`src/rtl/core/nfa_bitset_recognizer_top_assert.svh`:
```
// assertion macros used by the recognizer datapath
`ifndef NFA_BITSET_RECOGNIZER_TOP_ASSERT_SVH
`define NFA_BITSET_RECOGNIZER_TOP_ASSERT_SVH

// same-cycle implication, checked outside reset
`define NBR_ASSERT_IMPLY(lbl, clk, rst_n, ante, cons, msg) \
  lbl: assert property (@(posedge clk) disable iff (!rst_n) (ante) |-> (cons)) \
    else $error(msg);

// next-cycle implication, checked outside reset
`define NBR_ASSERT_NEXT(lbl, clk, rst_n, ante, cons, msg) \
  lbl: assert property (@(posedge clk) disable iff (!rst_n) (ante) |=> (cons)) \
    else $error(msg);

`endif

```
`src/rtl/core/nbr_pkg.sv`:
```
// types and constants shared by the recognizer modules
`timescale 1ns / 1ps

package nbr_pkg;

  localparam int CMD_W    = 2;
  localparam int LETTER_W = 2;
  localparam int STATE_W  = 4;
  localparam int SET_W    = 16;
  localparam int CFG_W    = 16;
  localparam int CFG_IDX_W = 1;

  localparam logic [CFG_IDX_W-1:0] REG_START_MASK = 1'd0;
  localparam logic [CFG_IDX_W-1:0] REG_FINAL_MASK = 1'd1;

  typedef enum logic [CMD_W-1:0] {
    CMD_ADD    = 2'd0,
    CMD_SYMBOL = 2'd1,
    CMD_EOW    = 2'd2
  } cmd_e;

  typedef enum logic [2:0] {
    ST_CLEAR,
    ST_IDLE,
    ST_ADD_RD,
    ST_ADD_WR,
    ST_STEP,
    ST_DRAIN,
    ST_EMIT
  } state_e;

  typedef struct packed {
    logic clear_en;
    logic accept;
    logic add_wr;
    logic step_issue;
    logic emit;
  } ctrl_cmd_t;

  typedef struct packed {
    logic clear_last;
    logic step_last;
    logic add_ok;
    logic out_free;
  } ctrl_sts_t;

endpackage

```
`src/rtl/core/nbr_ram.sv`:
```
// generic single-write single-read ram with registered read data
`timescale 1ns / 1ps

module nbr_ram #(
  parameter int WIDTH = 16,
  parameter int DEPTH = 64
) (
  input  logic                     clk_i,
  input  logic                     we_i,
  input  logic [$clog2(DEPTH)-1:0] waddr_i,
  input  logic [WIDTH-1:0]         wdata_i,
  input  logic [$clog2(DEPTH)-1:0] raddr_i,
  output logic [WIDTH-1:0]         rdata_o
);

  logic [WIDTH-1:0] mem_q [DEPTH];
  logic [WIDTH-1:0] rdata_q;

  always_ff @(posedge clk_i) begin
    if (we_i) begin
      mem_q[waddr_i] <= wdata_i;
    end
    rdata_q <= mem_q[raddr_i];
  end

  assign rdata_o = rdata_q;

endmodule

```
`src/rtl/core/nbr_ctrl.sv`:
```
// sequencer for clearing, transition updates and symbol steps
`timescale 1ns / 1ps

module nbr_ctrl
  import nbr_pkg::*;
(
  input  logic                clk_i,
  input  logic                rst_ni,
  input  logic                in_valid_i,
  output logic                in_ready_o,
  input  logic [CMD_W-1:0]    command_i,
  input  ctrl_sts_t           sts_i,
  output ctrl_cmd_t           cmd_o
);

  state_e state_q, state_d;

  always_ff @(posedge clk_i or negedge rst_ni) begin
    if (!rst_ni) begin
      state_q <= ST_CLEAR;
    end else begin
      state_q <= state_d;
    end
  end

  always_comb begin
    state_d    = state_q;
    cmd_o      = '0;
    in_ready_o = 1'b0;
    unique case (state_q)
      ST_CLEAR: begin
        cmd_o.clear_en = 1'b1;
        if (sts_i.clear_last) begin
          state_d = ST_IDLE;
        end
      end
      ST_IDLE: begin
        in_ready_o = 1'b1;
        if (in_valid_i) begin
          cmd_o.accept = 1'b1;
          unique case (cmd_e'(command_i))
            CMD_ADD:    state_d = ST_ADD_RD;
            CMD_SYMBOL: state_d = ST_STEP;
            CMD_EOW:    state_d = ST_EMIT;
            default:    state_d = ST_IDLE;
          endcase
        end
      end
      ST_ADD_RD: begin
        state_d = sts_i.add_ok ? ST_ADD_WR : ST_IDLE;
      end
      ST_ADD_WR: begin
        cmd_o.add_wr = 1'b1;
        state_d      = ST_IDLE;
      end
      ST_STEP: begin
        cmd_o.step_issue = 1'b1;
        if (sts_i.step_last) begin
          state_d = ST_DRAIN;
        end
      end
      ST_DRAIN: begin
        state_d = ST_EMIT;
      end
      ST_EMIT: begin
        if (sts_i.out_free) begin
          cmd_o.emit = 1'b1;
          state_d    = ST_IDLE;
        end
      end
      default: begin
        state_d = ST_IDLE;
      end
    endcase
  end

endmodule

```
`src/rtl/core/nbr_dp.sv`:
```
// transition store, active set, accumulator and result register
`timescale 1ns / 1ps
`include "nfa_bitset_recognizer_top_assert.svh"

module nbr_dp
  import nbr_pkg::*;
#(
  parameter int NUM_STATES  = 16,
  parameter int NUM_LETTERS = 4
) (
  input  logic                 clk_i,
  input  logic                 rst_ni,
  input  logic [CMD_W-1:0]     command_i,
  input  logic [LETTER_W-1:0]  letter_i,
  input  logic [STATE_W-1:0]   from_state_i,
  input  logic [STATE_W-1:0]   to_state_i,
  input  logic                 cfg_we_i,
  input  logic [CFG_IDX_W-1:0] cfg_index_i,
  input  logic [CFG_W-1:0]     cfg_data_i,
  input  logic                 out_ready_i,
  output logic                 out_valid_o,
  output logic [SET_W-1:0]     active_set_o,
  output logic                 accepted_o,
  output logic                 word_done_o,
  input  ctrl_cmd_t            cmd_i,
  output ctrl_sts_t            sts_o
);

  localparam int ROWS = NUM_STATES * NUM_LETTERS;
  localparam int RAW  = $clog2(ROWS);
  localparam int SW   = $clog2(NUM_STATES);
  localparam int CW   = (NUM_STATES < SET_W) ? NUM_STATES : SET_W;

  logic [CFG_W-1:0]      start_mask_q, final_mask_q;
  logic [NUM_STATES-1:0] start_ext, final_ext;
  logic [NUM_STATES-1:0] cur_q, cur_d;
  logic                  in_word_q, in_word_d;
  logic [NUM_STATES-1:0] acc_q, acc_d;
  logic [SW-1:0]         idx_q, idx_d;
  logic [SW-1:0]         rd_idx_q;
  logic                  rd_pend_q;
  logic [RAW-1:0]        clr_addr_q;
  cmd_e                  cmd_q;
  logic [LETTER_W-1:0]   letter_q;
  logic [STATE_W-1:0]    from_q, to_q;
  logic                  out_valid_q, out_valid_d;
  logic [SET_W-1:0]      out_set_q;
  logic                  out_acc_q, out_done_q;

  logic                  letter_ok, add_ok;
  logic [NUM_STATES-1:0] to_onehot, rdata, step_set, emit_set;
  logic [RAW-1:0]        add_addr, step_addr, raddr, waddr;
  logic [NUM_STATES-1:0] wdata;
  logic                  we;
  logic [SET_W-1:0]      emit_set16;

  // configuration registers
  always_ff @(posedge clk_i or negedge rst_ni) begin
    if (!rst_ni) begin
      start_mask_q <= CFG_W'(1);
      final_mask_q <= '0;
    end else if (cfg_we_i) begin
      unique case (cfg_index_i)
        REG_START_MASK: start_mask_q <= cfg_data_i;
        REG_FINAL_MASK: final_mask_q <= cfg_data_i;
        default: ;
      endcase
    end
  end

  always_comb begin
    start_ext = '0;
    final_ext = '0;
    start_ext[CW-1:0] = start_mask_q[CW-1:0];
    final_ext[CW-1:0] = final_mask_q[CW-1:0];
  end

  // item registers
  always_ff @(posedge clk_i) begin
    if (cmd_i.accept) begin
      cmd_q    <= cmd_e'(command_i);
      letter_q <= letter_i;
      from_q   <= from_state_i;
      to_q     <= to_state_i;
    end
  end

  assign letter_ok = int'(letter_q) < NUM_LETTERS;
  assign add_ok    = letter_ok && (int'(from_q) < NUM_STATES) && (int'(to_q) < NUM_STATES);

  always_comb begin
    for (int i = 0; i < NUM_STATES; i++) begin
      to_onehot[i] = (int'(to_q) == i);
    end
  end

  assign add_addr  = RAW'(int'(from_q) * NUM_LETTERS + int'(letter_q));
  assign step_addr = RAW'(int'(idx_q) * NUM_LETTERS + int'(letter_q));
  assign raddr     = cmd_i.step_issue ? step_addr : add_addr;
  assign we        = cmd_i.clear_en || cmd_i.add_wr;
  assign waddr     = cmd_i.clear_en ? clr_addr_q : add_addr;
  assign wdata     = cmd_i.clear_en ? '0 : (rdata | to_onehot);

  nbr_ram #(
    .WIDTH (NUM_STATES),
    .DEPTH (ROWS)
  ) u_rows (
    .clk_i   (clk_i),
    .we_i    (we),
    .waddr_i (waddr),
    .wdata_i (wdata),
    .raddr_i (raddr),
    .rdata_o (rdata)
  );

  // clearing sweep after reset
  always_ff @(posedge clk_i or negedge rst_ni) begin
    if (!rst_ni) begin
      clr_addr_q <= '0;
    end else if (cmd_i.clear_en) begin
      clr_addr_q <= clr_addr_q + RAW'(1);
    end
  end

  // symbol step and word state
  assign step_set   = letter_ok ? acc_q : '0;
  assign emit_set   = (cmd_q == CMD_SYMBOL) ? step_set : cur_q;

  always_comb begin
    emit_set16 = '0;
    emit_set16[CW-1:0] = emit_set[CW-1:0];
  end

  always_comb begin
    cur_d     = cur_q;
    in_word_d = in_word_q;
    acc_d     = acc_q;
    idx_d     = idx_q;
    if (cmd_i.accept) begin
      acc_d = '0;
      idx_d = '0;
      if (!in_word_q) begin
        cur_d = start_ext;
      end
    end
    if (cmd_i.step_issue) begin
      idx_d = idx_q + SW'(1);
    end
    if (rd_pend_q && cur_q[rd_idx_q]) begin
      acc_d = acc_q | rdata;
    end
    if (cmd_i.emit) begin
      if (cmd_q == CMD_SYMBOL) begin
        cur_d     = step_set;
        in_word_d = 1'b1;
      end else begin
        cur_d     = '0;
        in_word_d = 1'b0;
      end
    end
  end

  always_ff @(posedge clk_i or negedge rst_ni) begin
    if (!rst_ni) begin
      cur_q     <= '0;
      in_word_q <= 1'b0;
      idx_q     <= '0;
      rd_pend_q <= 1'b0;
    end else begin
      cur_q     <= cur_d;
      in_word_q <= in_word_d;
      idx_q     <= idx_d;
      rd_pend_q <= cmd_i.step_issue;
    end
  end

  always_ff @(posedge clk_i) begin
    acc_q    <= acc_d;
    rd_idx_q <= idx_q;
  end

  // result register
  assign out_valid_d = cmd_i.emit || (out_valid_q && !out_ready_i);

  always_ff @(posedge clk_i or negedge rst_ni) begin
    if (!rst_ni) begin
      out_valid_q <= 1'b0;
    end else begin
      out_valid_q <= out_valid_d;
    end
  end

  always_ff @(posedge clk_i) begin
    if (cmd_i.emit) begin
      out_set_q  <= emit_set16;
      out_acc_q  <= |(emit_set & final_ext);
      out_done_q <= (cmd_q == CMD_EOW);
    end
  end

  assign out_valid_o  = out_valid_q;
  assign active_set_o = out_set_q;
  assign accepted_o   = out_acc_q;
  assign word_done_o  = out_done_q;

  assign sts_o.clear_last = (clr_addr_q == RAW'(ROWS - 1));
  assign sts_o.step_last  = (idx_q == SW'(NUM_STATES - 1));
  assign sts_o.add_ok     = add_ok;
  assign sts_o.out_free   = !out_valid_q || out_ready_i;

  `NBR_ASSERT_IMPLY(a_no_overwrite, clk_i, rst_ni, cmd_i.emit,
                    !out_valid_q || out_ready_i, "result overwritten before transfer")
  `NBR_ASSERT_NEXT(a_word_closed, clk_i, rst_ni, cmd_i.emit && (cmd_q == CMD_EOW),
                   !in_word_q && (cur_q == '0), "word not closed after end of word")
  `NBR_ASSERT_IMPLY(a_add_in_range, clk_i, rst_ni, cmd_i.add_wr, add_ok,
                    "rejected transition written")

endmodule

```
`src/rtl/core/nfa_bitset_recognizer_top.sv`:
```
// bit-parallel nfa recognizer: sequencer, datapath and transition store
//
// input channel (in_valid_i/in_ready_o) carries one command per transfer:
//   add transition ORs to_state into the row of (from_state, letter), no result
//   feed symbol steps the active set and returns it with accepted
//   end of word returns the set with accepted and word_done, then closes the word
// output channel (out_valid_o/out_ready_i) has a result register; a new item is
// taken while a result still waits, and the block only stalls when the next
// result is ready and the register is still held by the receiver
// steps per command: add transition reads the row, then writes it back (no write
//   when rejected); an unused command returns to idle; feed symbol reads one
//   transition row per state from the single read port of the store
// to out_valid_o: end of word goes straight to emit, feed symbol via step and drain
// reset: after rst_ni releases, the transition store is cleared one row a cycle
//   with in_ready_o low; config writes are taken throughout. start mask resets
//   to state 0, final mask to none
// config: cfg_we_i writes cfg_data_i to register cfg_index_i at once
`timescale 1ns / 1ps

module nfa_bitset_recognizer_top
  import nbr_pkg::*;
#(
  parameter int NUM_STATES  = 16,
  parameter int NUM_LETTERS = 4
) (
  input  logic                 clk_i,
  input  logic                 rst_ni,
  input  logic                 in_valid_i,
  output logic                 in_ready_o,
  input  logic [CMD_W-1:0]     command_i,
  input  logic [LETTER_W-1:0]  letter_i,
  input  logic [STATE_W-1:0]   from_state_i,
  input  logic [STATE_W-1:0]   to_state_i,
  output logic                 out_valid_o,
  input  logic                 out_ready_i,
  output logic [SET_W-1:0]     active_set_o,
  output logic                 accepted_o,
  output logic                 word_done_o,
  input  logic                 cfg_we_i,
  input  logic [CFG_IDX_W-1:0] cfg_index_i,
  input  logic [CFG_W-1:0]     cfg_data_i
);

  ctrl_cmd_t ctrl_cmd;
  ctrl_sts_t ctrl_sts;

  nbr_ctrl u_ctrl (
    .clk_i      (clk_i),
    .rst_ni     (rst_ni),
    .in_valid_i (in_valid_i),
    .in_ready_o (in_ready_o),
    .command_i  (command_i),
    .sts_i      (ctrl_sts),
    .cmd_o      (ctrl_cmd)
  );

  nbr_dp #(
    .NUM_STATES  (NUM_STATES),
    .NUM_LETTERS (NUM_LETTERS)
  ) u_dp (
    .clk_i        (clk_i),
    .rst_ni       (rst_ni),
    .command_i    (command_i),
    .letter_i     (letter_i),
    .from_state_i (from_state_i),
    .to_state_i   (to_state_i),
    .cfg_we_i     (cfg_we_i),
    .cfg_index_i  (cfg_index_i),
    .cfg_data_i   (cfg_data_i),
    .out_ready_i  (out_ready_i),
    .out_valid_o  (out_valid_o),
    .active_set_o (active_set_o),
    .accepted_o   (accepted_o),
    .word_done_o  (word_done_o),
    .cmd_i        (ctrl_cmd),
    .sts_o        (ctrl_sts)
  );

endmodule
```
`config.mk`:
```
export PLATFORM = sky130hd
export DESIGN_NAME = nfa_bitset_recognizer_top
export DESIGN_NICKNAME = d
export VERILOG_FILES = /design/src/rtl/core/nbr_pkg.sv /design/src/rtl/core/nbr_ram.sv /design/src/rtl/core/nbr_ctrl.sv /design/src/rtl/core/nbr_dp.sv /design/src/rtl/core/nfa_bitset_recognizer_top.sv
export VERILOG_INCLUDE_DIRS = /design/src /design/src/rtl/core
export SDC_FILE = /design/constraint.sdc
export NUM_CORES = 1
export LEC_CHECK = 0
export BUFFER_PORTS_ARGS = -buffer_cell sky130_fd_sc_hd__buf_2
export CAP_MARGIN = 10
export CORE_UTILIZATION = 63
export DETAILED_ROUTE_END_ITERATION = 16
export PLACE_DENSITY = 0.83
export SLEW_MARGIN = 20
export SYNTH_ARGS = -nofsm -noshare
export SYNTH_HDL_FRONTEND = slang
export SYNTH_SLANG_ARGS = --single-unit
```
`constraint.sdc`:
```
create_clock -name clk_i -period 4.2 [get_ports clk_i]
set_input_delay 0.63 -clock clk_i [delete_from_list [all_inputs] [get_ports clk_i]]
set_output_delay 0.63 -clock clk_i [all_outputs]
set_load 0.02 [all_outputs]
```
# == Word-level counts from Yosys, hierarchy flattened ==
# Memories as Yosys holds them, arrays and structs flattened. A register that Yosys moved wholly into a read port is not among the register bits.
# Index checks and enable logic that the tools add are counted.
# totals
wordCells,109
n_memories,1
ram_bits,1024
mem_bits_ro,0
latchBits,0
output_inout_bits,20
register_bits,114
# memory_table
name,depth,word_bits,read_ports,rd_clocked_by_memory_dff,wr,line_no,text
u_dp.u_rows.mem_q,64,16,1,1,1,nbr_ram.sv:16,logic [WIDTH-1:0] mem_q [DEPTH];
# op_classes
n_mux,31
shifts,0
n_mul,0
order_cmp,1
div,0
bitwise_logic,4
n_eq_ne,32
n_reduce_logical,18
addsub,4
# op_table
cell,count
$mux W16,8
$eq A4 B4 Y1 const B,9
$or A16 B16 Y16,2
$pmux W3 S6,1
$and A16 B16 Y16,1
$eq A4 B3 Y1 const B,4
$reduce_or A16 Y1,1
$add A6 B2 Y6,2
$mux W1,12
$mux W3,4
$mux W6,2
$eq A3 B3 Y1 const B,3
$pmux W3 S3,1
$eq A4 B2 Y1 const B,2
$mux W4,2
$ne A2 B2 Y1 const B,4
$add A6 B1 Y6 const B,1
$eq A3 B2 Y1 const B,2
$eq A6 B6 Y1 const B,1
$reduce_and A2 Y1,3
$reduce_bool A2 Y1,3
$lt A4 B5 Y1 const B,1
$add A4 B1 Y4 const B,1
$bmux W1 S4,1
13 further kinds,19

# == Depth between registers and ports, before layout ==
# logic_depth
ltp_word,6
depth_mapped,11
mapped_depth_nobuf,7

# == Hierarchy ==
# Synthesis repeated with hierarchy kept, for this count alone.
# unflattened
hier_cells,2255
hier_area_um2,45280.9
# by_module_without_submodules
mod,instances,area_per_inst_um2,cells_each,seq_area_each_um2
nbr_ram,1,40042.2,1829,31069.8
nbr_dp,1,4934.7,390,2989.1
nbr_ctrl,1,304.0,36,75.1

# == Least setup slack after synthesis ==
# No wires, ideal clock.
# synth_path
kind,register to register
start,register u_ctrl.state_q[2]
end,"memory u_dp.u_rows.mem_q[0][12], data pin"
required_time_ps,3701
path_stages_with_launch,8
n_path_buf,5
setup_time_ps,499
path_slack_ps,868
t_arrival_ps,2833
period_less_slack_ps,3332
cell_sequence,dfrtp_1 buf_2 nor3_1 clkbuf_1 buf_2 buf_1 buf_2 nor2_1
# synth_via
elab_chain_len,3
# synth_lines
item,line_no,text
"start, declared",nbr_ctrl.sv:16,"state_e state_q, state_d;"
"start signal, assigned",nbr_ctrl.sv:22,state_q <= state_d;
$logic_not A3 Y1,nbr_ctrl.sv:30,unique case (state_q)
$mux W1,nbr_ctrl.sv:30,
$mux W16,nbr_dp.sv:102,assign wdata = cmd_i.clear_en ? '0 : (rdata | to_onehot);
net u_dp.u_rows.wdata_i[12],nbr_ram.sv:11,"input logic [WIDTH-1:0] wdata_i,"
"end, declared",nbr_ram.sv:16,
# The timed path passes the listed nets, and every way through them passes these cells.

# == Final worst setup path ==
# layout_path
start,register u_ctrl.state_q[0]
end,"register u_dp.u_rows.rdata_q[11], in the netlist u_dp.u_rows.rdata_o[11] (read register of u_dp.u_rows.mem_q)"
# layout_via
elab_chain_len,3
# layout_lines
item,line_no,text
$eq A3 B3 Y1,nbr_ctrl.sv:30,
$mux W1,nbr_ctrl.sv:30,
$mux W6,nbr_dp.sv:99,assign raddr = cmd_i.step_issue ? step_addr : add_addr;
"end, declared",nbr_ram.sv:17,logic [WIDTH-1:0] rdata_q;
# Every way passes these cells.
# A chain may end at the register's enable or synchronous reset.

==> summary.md <==
| Metric | Value |
|---|---|
| Die area | `0.0733 mm2` |
| ANT cells | `0` |
| Nets@finish | `2498` |
| Drt pass-1 iters | `6` |
| Worst-path clk slew | `0.06 ns` |
| Routed WL | `115000 um` |
| Total track usage | `31.8%` |
| Synth Flop Type | `edfxtp_1` |
| Post-route clock period utilization | `83.0%` |
| Die H | `271 um` |
| Cell variety after synth | `61` |
| Setup TNS Final | `0 ns` |
| Pwr Density | `665 mW/mm2` |
| Commonest cells after routing, fill and taps aside | `edfxtp_1 (1070), mux4_2 (261), nand2_1 (185)` |
| Clock skew | `0.0423 ns` |
| Starting Density | `63.7%` |
| Inst Count DP | `3296` |
| Gr ovfl total | `0` |
| Synth warn | `0` |
| Antenna-violating nets left | `0` |
| Post-synthesis sequential area ratio | `75.0%` |
| Clk sinks | `1154` |
| R2r endpoint | `u_dp.u_rows.rdata_o[11]` |
| H-Tree Depth | `3` |
| Worst hold path class | `in -> async` |
| Die width | `271 um` |
| Fmax | `0.287 GHz` |
| Final Max Slew Viols | `0` |
| Leakage power | `0.0169 uW` |
| I/O Pins | `54` |
| Post-synthesis simple-gate area fraction | `4.34%` |
| # resized after CTS | `0` |
| Port Buffers | `53` |
| Max-Cap Viols | `0` |
| Largest family of logic cells by synthesized area | `multiplexers` |
| DP HPWL | `65600 um` |
| RSZ-0062 raised after global routing | `false` |
| Root Driver | `clkbuf_16` |
| Layout cells sized above 1 | `27.4%` |
| Yosys reg bits | `1154` |
| Finish-stage setup viols | `0` |
| CTS Hold Bufs | `0` |
| Mux cell area share after synthesis | `15.7%` |
| Area of the multi-input gates | `0.0108 mm2` |
| DRT iter0 DRCs | `4266` |
| Post-Syn Nets | `2340` |
| Rows | `98` |
| Fillers | `3863` |
| Outcome | `complete, no violations` |
| Setup bufs post-CTS | `0` |
| Antenna violations before repair | `0` |
| Number of buffers created by CTS | `109` |
| Final Critical Period | `3.49 ns` |
| Synthesis-to-layout area growth | `12.4%` |
| Gpl congestion | `0.970` |
| Slew headroom | `27.1%` |
| Worst r2r src | `u_ctrl.state_q[0]` |
| First-pass GRT wire length | `167000 um` |
| Vias in the first global route | `24700` |
| Worst setup EP type | `flop` |
| Worst EP required | `4.82 ns` |
| Syn_area_per_cell | `19.8 um2` |
| R2r worst-path depth | `7` |
| Crit path arrival time | `4.11 ns` |
| Final hold vios | `0` |
| Gate Count Post-Synth | `2301` |
| CP startpoint kind | `flop` |
| CP max FO | `34` |
| Worst-Margin Slew | `1.09 ns` |
| Largest net degree at the start of global routing | `98` |
| Fraction of registers with async set/reset | `5.55%` |
| Kind of critical path | `reg -> reg` |
| Wire per inst | `33.0 um` |
| Max rail drop VDD | `0.000822 V` |
| Register Area | `0.0341 mm2` |
| Final cell count without fillers | `3499` |
| Area of the mapped netlist | `0.0455 mm2` |
| CTS max path bufs | `3` |
| Reg2reg setup slack | `0.71 ns` |
| Commonest non-fill, non-tap cell in the layout | `edfxtp_1` |
| Number of synthesized flops with an enable pin | `1070` |
| Vias | `24500` |
| Complex-gate fraction of the synthesized area | `3.14%` |
| Adder-Cell Fraction of Synth Area | `0.137%` |
| Residual DRC | `0` |
| Core Area | `0.0715 mm2` |
| CTS tree | `yes` |
| DR vias/cell | `7.00` |
| Post-Synth XOR/XNOR Area | `0.115%` |
| Worst-Skew Late Latency | `0.69 ns` |
Yosys cell counts (all sizes together) (25+ instances only):
library cell	instances	area (um2)
a211oi	27	263
a21oi	25	125
buf	75	494
clkbuf	50	188
dfrtp	63	1580
edfxtp	1070	32100
mux2	51	582
mux2i	67	696
mux4	261	5880
nand2	186	701
nand3	97	485
nor2	125	487
o21ai	40	204
sequential cells by signal, summed over array words and instances (netlist names), 3 cells and up:
name / cells
u_ctrl.state_q: 3
u_dp.acc_q: 16
u_dp.active_set_o: 16
u_dp.clr_addr_q: 6
u_dp.cur_q: 16
u_dp.final_ext: 16
u_dp.from_q: 4
u_dp.idx_q: 4
u_dp.rd_idx_q: 4
u_dp.start_ext: 16
u_dp.to_q: 4
u_dp.u_rows.mem_q: 1024
u_dp.u_rows.rdata_o: 16
how the worst max path moves through the flow:
stage,from,endpoint,slack (ns),depth (start not counted)
finish,u_ctrl.state_q[0],u_dp.u_rows.rdata_o[11],0.71,7
detailed placement,u_ctrl.state_q[0],u_dp.u_rows.rdata_o[13],0.67,8
global route,u_ctrl.state_q[0],u_dp.u_rows.rdata_o[11],0.77,7
global placement,u_ctrl.state_q[0],u_dp.u_rows.rdata_o[11],0.81,7
CTS,u_ctrl.state_q[0],u_dp.u_rows.rdata_o[13],0.61,8
floorplan,u_ctrl.state_q[2],u_dp.u_rows.mem_q[0][12],0.87,7
final cells by class:
cell class                      count  share of cell area [%]
Tap cell                          950                    2.32
Clock buffer                      143                    5.83
Sequential cell                  1154                    66.7
Clock inverter                     58                    1.35
Inverter                            8                  0.0636
Timing Repair Buffer              172                    2.59
Multi-Input combinational cell   1014                    21.1
routing by layer:
layer	global-route usage, %	part of all wire, %
met5	0	0
met4	14.6	4.9
met3	7.63	12
met2	50.2	49
met1	42.4	35
power by group:
part	internal, uW	leakage [uW]	switching (uW)
clock network	5860	0.00178	4230
registers	15200	0.0106	572
logic	2150	0.00452	6010
per-stage QoR:
step	utilization (%)	hold WS [ns]	total power (uW)	instance area [um2]	worst slack, ns
3_5_place_dp	66.4	0.494	23700	47500	0.667
4_1_cts	71.5	0.0982	33700	51100	0.609
6_report	71.6	0.0765	34000	51200	0.715
3_3_place_gp	66.4	0.490	23300	47500	0.805
5_1_grt	71.6	0.108	34700	51200	0.766
2_1_floorplan	-	0.334	20300	45500	0.868
cells by family (layout without fill, tap and decap cells):
family,after synthesis,in the layout
xor gates and xnor gates,6,6
and+or+nand+nor,454,454
buffers and inverters,133,381
muxes,379,379
AOI/OAI and AO/OA,170,170
DFF,1154,1154
adders and majority gates,5,5
worst max-delay path, stage by stage (launching register included):
cell and delay [ns]:
dfrtp_1 0.55, or3b_1 0.53, buf_4 0.25, mux2_4 0.57
nor2_4 0.22, a211oi_1 0.77, nand3_1 0.36, nand3_1 0.16
Note: power is estimated with default switching activity, not from simulation.
